### src/rtl/core/rrc_pkg.sv
// ============================================================================
// rrc_pkg: shared types and constants for the rotated rectangle corner block
// Fixed-point formats, the CORDIC arctangent table and the queue item type.
// ============================================================================
`default_nettype none

package rrc_pkg;

    // CORDIC iteration count and the size of the arctangent table
    localparam int CORDIC_STEPS = 16;
    localparam int ATAN_ENTRIES = 24;
    localparam int CORDIC_RUN   = (CORDIC_STEPS < ATAN_ENTRIES) ? CORDIC_STEPS : ATAN_ENTRIES;
    localparam int CORNER_COUNT = 4;

    // Widths
    localparam int COORD_W = 32;
    localparam int ANGLE_W = 16;
    localparam int IDX_W   = 2;
    localparam int XY_W    = 34;   // CORDIC x/y, Q2.30 plus guard bits
    localparam int Z_W     = 33;   // residual angle, 2^-32 turn units
    localparam int TRIG_W  = 32;   // clamped cos/sin, Q2.30
    localparam int PROD_W  = 64;

    // Configuration register map
    localparam int  PADDR_W      = 3;
    localparam logic REG_WIDTH   = 1'b0;
    localparam logic REG_HEIGHT  = 1'b1;

    localparam logic signed [XY_W-1:0] CORDIC_GAIN = 34'sh0_26DD_3B6A;
    localparam logic signed [XY_W-1:0] Q30_ONE     = 34'sh0_4000_0000;
    localparam logic signed [PROD_W-1:0] ROUND_HALF = 64'sh0000_0000_2000_0000;

    localparam logic [1:0] QUAD_0 = 2'd0;
    localparam logic [1:0] QUAD_1 = 2'd1;
    localparam logic [1:0] QUAD_2 = 2'd2;
    localparam logic [1:0] QUAD_3 = 2'd3;

    // Item handed from the front end to the back end
    typedef struct packed {
        logic signed [COORD_W-1:0] cx;
        logic signed [COORD_W-1:0] cy;
        logic signed [TRIG_W-1:0]  c;
        logic signed [TRIG_W-1:0]  s;
    } t_trig;

    // Arctangent of 2^-i in units of 2^-32 turn, rounded to nearest
    function automatic logic [31:0] atan_turns(input int i);
        logic [31:0] v;
        case (i)
            0:  v = 32'h20000000;
            1:  v = 32'h12E4051E;
            2:  v = 32'h09FB385B;
            3:  v = 32'h051111D4;
            4:  v = 32'h028B0D43;
            5:  v = 32'h0145D7E1;
            6:  v = 32'h00A2F61E;
            7:  v = 32'h00517C55;
            8:  v = 32'h0028BE53;
            9:  v = 32'h00145F2F;
            10: v = 32'h000A2F98;
            11: v = 32'h000517CC;
            12: v = 32'h00028BE6;
            13: v = 32'h000145F3;
            14: v = 32'h0000A2FA;
            15: v = 32'h0000517D;
            16: v = 32'h000028BE;
            17: v = 32'h0000145F;
            18: v = 32'h00000A30;
            19: v = 32'h00000518;
            20: v = 32'h0000028C;
            21: v = 32'h00000146;
            22: v = 32'h000000A3;
            23: v = 32'h00000051;
            default: v = 32'h00000000;
        endcase
        return v;
    endfunction

endpackage

`default_nettype wire

### src/rtl/core/rrc_queue.sv
// ============================================================================
// rrc_queue: four-entry item queue between front and back end
// Register-based FIFO with an occupancy count.
// ============================================================================
`default_nettype none

module rrc_queue (
    input  wire logic           i_clk,
    input  wire logic           i_rst_n,
    input  wire logic           i_push,
    input  wire rrc_pkg::t_trig i_data,
    output logic                o_ready,
    output logic                o_valid,
    output rrc_pkg::t_trig      o_data,
    input  wire logic           i_pop
);

    rrc_pkg::t_trig r_mem [0:3];
    logic [1:0]     r_wp;
    logic [1:0]     r_rp;
    logic [2:0]     r_cnt;
    logic           w_wr;
    logic           w_rd;

    assign o_ready = (r_cnt != 3'd4);
    assign o_valid = (r_cnt != 3'd0);
    assign o_data  = r_mem[r_rp];
    assign w_wr    = i_push && o_ready;
    assign w_rd    = i_pop && o_valid;

    // Store on push
    always_ff @(posedge i_clk) begin
        if (w_wr) begin
            r_mem[r_wp] <= i_data;
        end
    end

    // Track pointers and fill
    always_ff @(posedge i_clk) begin
        if (!i_rst_n) begin
            r_wp  <= '0;
            r_rp  <= '0;
            r_cnt <= '0;
        end else begin
            if (w_wr) r_wp <= r_wp + 2'd1;
            if (w_rd) r_rp <= r_rp + 2'd1;
            r_cnt <= r_cnt + {2'b00, w_wr} - {2'b00, w_rd};
        end
    end

endmodule

`default_nettype wire

### config.mk
export PLATFORM = sky130hd
export DESIGN_NAME = rrc_queue
export DESIGN_NICKNAME = d
export VERILOG_FILES = /design/src/rtl/core/rrc_pkg.sv /design/src/rtl/core/rrc_queue.sv
export SDC_FILE = /design/constraint.sdc
export NUM_CORES = 1
export LEC_CHECK = 0
export BUFFER_PORTS_ARGS = -buffer_cell sky130_fd_sc_hd__buf_2
export CAP_MARGIN = 20
export CORE_MARGIN = 5
export CORE_UTILIZATION = 55
export CTS_CLUSTER_SIZE = 40
export DETAILED_ROUTE_END_ITERATION = 8
export MAX_ROUTING_LAYER = met4
export PLACE_DENSITY = 0.74
export SLEW_MARGIN = 10
export SYNTH_ARGS = -nofsm -noshare
export SYNTH_HDL_FRONTEND = slang
export SYNTH_SLANG_ARGS = --single-unit
### constraint.sdc
create_clock -name i_clk -period 5.7 [get_ports i_clk]
set_input_delay 0.285 -clock i_clk [delete_from_list [all_inputs] [get_ports i_clk]]
set_output_delay 0.285 -clock i_clk [all_outputs]
set_load 0.005 [all_outputs]
==> flow_summary_export.csv, run 1 <==
group,metric,value,unit
route,vias_per_cell,5.48,
global_routing,globalRouteOverflowTotal,0,
pwr,finalPower,0.00979,W
sta,hold_violations,0,
worst_setup_path,cpPeakStageDelay,0.93,ns
global_routing,grt_max_degree,68,
pwr,power_leakage,7.90,nW
sta,clock_skew,0.0119,ns
clock_tree,ctsLongestPathBuffers,3,
place,hpwl,21.5,mm
layout,fin_area,23500,um2
sta,fin_crit_sh,55.9,%
pwr,ir_worst_vdd,0.295,mV
place,post-place-ws,2.85,ns
die,dieArea,38400,um2
route,firstDrtPassIters,4,
die,fp.dieW,196,um
clock_tree,cts_tree,"done",
global_routing,gr-usage-met1,28.0,%
worst_setup_path,required,5.41,ns
die,coreArea,34400,um2
worst_setup_path,reg2reg_from,"r_cnt[1]$_SDFF_PN0_",
layout,stdcell_count,1631,
worst_setup_path,path_max_fanout,43,
synthesis,syn_nets,855,
worst_setup_path,end_kind,"output port",
sta,setup_viol,0,
route,vias,8933,
worst_setup_path,crit_path_top_delay_cell,"dfxtp_4",
die,rows,68,
place,place_area,20700,um2
worst_setup_path,critPathLaunchType,"register",
worst_setup_path,arrival,2.90,ns
clock_tree,htreeDepth,2,
route,drc_errors,0,
clock_tree,cts_buffers,50,
worst_hold_path,worstHoldStart,"i_rst_n",
layout,mostFrequentLayoutCells,"edfxtp_1, buf_2, mux4_2, dlygate4sd3_1, clkbuf_16",
route,wl,37.4,mm
pwr,powerDensity,416,nW/um2
sta,final.setup.tns,0,ns
clock_tree,root_buffer,"clkbuf_16",
layout,drive_gt1_share,39.3,%
die,initial_core_util,55.4,%
sta,layout_setup_ws,2.51,ns
outcome,status,"finished clean",
clock_tree,postCtsSetupBuffers,0,
sta,period_needed,3.19,ns
global_routing,grt_pass1_wl,56.8,mm
layout,nets,1275,
sta,worst_pin_slew,1.05,ns
layout,layout_commonest_cell,"edfxtp_1",
global_routing,grt_use_total,20.0,%
die,io_pins,262,
global_routing,top_usage_layer,"met2",
sta,slew_headroom,30.1,%
layout,syn_to_final_growth,23.4,%
global_routing,grt_pass1_vias,9583,
synthesis,postSynthCellCount,716,
sta,rsz0062_at_grt,"false",
synthesis,syn_area_per_cell,26.6,um2
clock_tree,numClockSinks,521,
worst_hold_path,hold_path.class,"in2reg",
global_routing,grt_antenna_before_repair,2,
global_routing,grt.met2_usage,30.3,%
sta,fmax,0.314,GHz
synthesis,ys_warn_count,0,
route,drtIter0Drc,574,
die,die_y,196,um
sta,slew_viol_final,0,
worst_setup_path,crit_type,"reg2out",
synthesis,syn_area,19000,um2
place,routabilityCongestion,0.743,
flow_run,cap_violations,0,
worst_setup_path,path_cells,"buf_4 -> mux4_2 -> buf_2",
synthesis,synth_cell_types,20,
route,ant_nets,0,
place,io_buffers,261,
clock_tree,cts_resized,0,
synthesis,ys_seq_area_share,81.7,%
clock_tree,insertion_delay,0.55,ns
global_routing,grtUsageMet3,4.45,%
synthesis,ys_seq_elements,521,
route,wl_per_cell,22.9,um
place,place_inst,1411,
clock_tree,clk_pin_slew,0.06,ns
==> power breakdown <==
part / switching, W / internal [W]
Combinational: 0.000943 / 0.00104
Sequential: 0.000185 / 0.00464
Clock: 0.00129 / 0.00169
Total: 0.00242 / 0.00737
==> through the flow <==
step / hold WS, ns / utilization [%]
floorplan: 0.384 / -
global placement: 0.489 / 60.3
detailed placement: 0.489 / 60.3
CTS: 0.0429 / 68.3
global route: 0.0557 / 68.4
finish: 0.0730 / 68.4
==> cell usage after synthesis <==
library cell	count	area share, %
inv_1	5	0.099
mux2i_1	2	0.11
o311ai_1	1	0.046
dfxtp_1	9	0.95
or3_1	1	0.033
edfxtp_1	512	81
o31a_1	1	0.046
xnor2_1	4	0.18
nor2b_1	3	0.099
buf_2	13	0.34
clkbuf_1	2	0.039
a21boi_1	1	0.039
buf_12	10	1.1
buf_6	4	0.24
nand2_1	5	0.099
mux4_2	128	15
and2_1	7	0.23
nor2_1	1	0.020
ha_1	6	0.39
fa_1	1	0.11
==> cell families (layout without fill, tap and decap cells) <==
kind of cell	after synthesis	in the layout	synth area share, %
flip-flops	521	521	81.7
multiplexers	130	130	15.2
buffers and inverters	34	491	1.77
AND/OR/NAND/NOR	17	17	0.480
adder cells (fa/ha/maj)	7	7	0.499
XOR/XNOR	4	4	0.184
AO/OA/AOI/OAI	3	3	0.131
other	0	3	0
==> layer usage <==
metal	up-vias	share of wire, %
li1	3941	-
met1	4641	42
met2	288	48
met3	63	6.6
met4	0	2.7
met5	-	0
==> worst max-delay path: cells and delay by family (launching register included) <==
kind / cells / cell delay (ns)
buffers and inverters: 2 / 0.78
muxes: 1 / 0.61
DFF: 1 / 0.93
==> timing repair <==
| action | 4_1_cts | 5_1_grt |
|---|---|---|
| setup endpoints to repair | 0 | 0 |
| hold endpoints to repair | 512 | 0 |
| hold buffers | 128 | 0 |
==> cell type report <==
cell class,instances,area (um2)
multi-input combinational,161,3160
tap,455,569
clock inverter,19,82.6
inverter,5,18.8
fill,2162,10900
antenna,3,7.51
sequential,521,15600
clock buffer,70,1390
timing repair buffer,397,2710
==> final timing paths <==
path,endpoint,slack (ns),cells past startpoint
worst max-delay path,o_data[90],2.51,3
worst min-delay path,register,0.07,2
worst max register to register,r_mem[0][40]$_DFFE_PP_,2.85,4
worst min register to register,r_wp[1]$_SDFFE_PN0P_,0.50,2
==> state kept, by name, indices dropped and copies added, names as in the netlist, named ones only <==
register / flops
r_cnt: 3
r_mem: 512
r_rp: 2
r_wp: 2
(Power assumes the default switching activity.)
==> inputs of run 2 (changes only) <==
Clock period 5.7 ns to 3.1 ns, I/O delays scaled along.
==> run 2 against run 1 <==
Against the previous run:
- clock power increased by 77%
- non-clock buffer count increased by 18
- worst hold slack improved by 0.012 ns
- critical path type unchanged
==> flow_summary_export.csv, run 2 (same netlist as run 1, synthesis figures left out) <==
group,metric,value,unit
route,drc_errors,0,
clock_tree,clk_pin_slew,0.06,ns
sta,worst_pin_slew,0.627,ns
layout,layout.area.seq,15600,um2
layout,regMostFlops,"r_mem",
global_routing,grt_use_total,19.8,%
place,place_area,21000,um2
layout,nets,1292,
clock_tree,numClockSinks,521,
worst_hold_path,hold_path.class,"in2reg",
worst_setup_path,required,2.94,ns
worst_setup_path,r2r.worst_path.cells,12,
layout,largest_registers,"r_mem (512), r_cnt (3)",
global_routing,globalRouteOverflowTotal,0,
clock_tree,htreeDepth,2,
flow_run,cap_violations,0,
global_routing,grt_max_degree,65,
die,initial_core_util,55.4,%
die,rows,68,
worst_setup_path,cpPeakStageDelay,0.75,ns
route,ant_nets,0,
worst_setup_path,critPathBufInv,2,
place,post-place-ws,0.738,ns
layout,layout_commonest_cell,"edfxtp_1",
route,firstDrtPassIters,4,
place,routabilityCongestion,0.730,
route,wl,36.8,mm
place,hpwl,21.6,mm
pwr,power_leakage,7.99,nW
route,vias,8972,
worst_setup_path,end_kind,"output port",
die,coreArea,34400,um2
global_routing,top_usage_layer,"met2",
sta,hold_violations,0,
pwr,ir_worst_vdd,0.616,mV
worst_setup_path,reg2reg_from,"r_cnt[1]$_SDFF_PN0_",
worst_setup_path,arrival,2.41,ns
global_routing,gr-usage-met1,25.2,%
sta,fin_crit_sh,82.8,%
sta,setup_viol,0,
clock_tree,postCtsSetupBuffers,0,
worst_setup_path,worst-path-stages,3,
global_routing,grt_pass1_wl,57.0,mm
layout,syn_to_final_growth,24.3,%
sta,slew_headroom,58.2,%
worst_setup_path,crit_path_top_delay_cell,"dfxtp_4",
worst_setup_path,crit_type,"reg2out",
route,wl_per_cell,22.4,um
place,io_buffers,261,
worst_hold_path,worstHoldStart,"i_pop",
clock_tree,cts_buffers,49,
sta,layout_setup_ws,0.533,ns
sta,final.setup.tns,0,ns
route,drtIter0Drc,457,
worst_setup_path,path_cells,"buf_4 -> mux4_2 -> buf_2",
outcome,status,"finished clean",
route,vias_per_cell,5.47,
die,io_pins,262,
layout,multiInputGateArea,3160,um2
die,die_y,196,um
global_routing,grt_pass1_vias,9946,
layout,mostFrequentLayoutCells,"edfxtp_1, buf_2, dlygate4sd3_1, mux4_2, clkbuf_16",
sta,fmax,0.390,GHz
die,dieArea,38400,um2
layout,largest_reg_flops,512,
worst_setup_path,path_max_fanout,26,
clock_tree,cts_resized,0,
global_routing,grt_antenna_before_repair,1,
worst_hold_path,hold_path_depth,4,
clock_tree,insertion_delay,0.54,ns
pwr,powerDensity,755,nW/um2
clock_tree,cts_tree,"done",
sta,rsz0062_at_grt,"false",
sta,slew_viol_final,0,
global_routing,grt.met2_usage,33.8,%
global_routing,grtUsageMet3,3.52,%
layout,fillCellCount,2113,
layout,finish.utilization,68.9,%
clock_tree,root_buffer,"clkbuf_16",
clock_tree,ctsLongestPathBuffers,3,
layout,drive_gt1_share,40.0,%
sta,clock_skew,0.0132,ns
die,fp.dieW,196,um
layout,fin_area,23700,um2
worst_setup_path,critPathLaunchType,"register",
sta,period_needed,2.57,ns
worst_setup_path,cp_top_family,"flip-flops",
-- run 2: changes by cell type in the layout (fill, tap and decap cells not counted), sizes merged --
| cell | change |
|---|---|
| bufinv | +1 |
| clkinv | -2 |
| clkbuf | -5 |
| diode | -2 |
| buf | +17 |
| dlygate4sd3 | +1 |
-- run 2: worst register-to-register path: cells and delay by family (launching register included) --
kind / cells / cell delay (ns)
buffers and inverters: 4 / 0.33
AO/OA/AOI/OAI: 1 / 0.16
adder cells (fa/ha/maj): 3 / 0.80
flip-flops: 1 / 0.46
AND/OR/NAND/NOR: 2 / 0.25
XOR/XNOR: 2 / 0.28
-- run 2: final timing paths --
| kind | endpoint | slack, ns |
|---|---|---|
| max | o_data[1] | 0.53 |
| min | register | 0.09 |
| max reg2reg | r_cnt[2]$_SDFF_PN0_ | 0.73 |
| min reg2reg | r_wp[0]$_SDFFE_PN0P_ | 0.51 |
-- run 2: cell type report --
cell class	instances	area share (%)
antenna	1	0.0106
timing repair buffer	415	12.6
clock buffer	65	5.43
tap	455	2.40
clock inverter	18	0.439
multi-input combinational	161	13.3
sequential	521	65.7
inverter	5	0.0793
-- run 2: metal layers --
layer | vias to the layer above | routed length, um | share of wire [%]
li1 | 3972 | - | -
met1 | 4712 | 14600 | 40
met2 | 240 | 19600 | 53
met3 | 48 | 1810 | 4.9
met4 | 0 | 729 | 2.0
met5 | - | 0 | 0
-- run 2: stage by stage --
step	power, W	cells	hold slack [ns]
2_1_floorplan	0.0113	716	0.254
3_3_place_gp	0.0126	1428	0.367
3_5_place_dp	0.0127	1428	0.372
4_1_cts	0.0181	1640	0.0625
5_1_grt	0.0187	1641	0.103
6_report	0.0179	1641	0.0853
-- run 2: power by group --
part	internal, W	total, W	switching (W)
clock	0.00297	0.00528	0.00231
sequential	0.00853	0.00881	0.000285
combinational	0.00202	0.00379	0.00177
total	0.0135	0.0179	0.00436
-- run 2: timing repair --
| action | 4_1_cts | 5_1_grt |
|---|---|---|
| hold buffers | 129 | 0 |
| hold endpoints to repair | 521 | 0 |
| setup endpoints to repair | 0 | 0 |
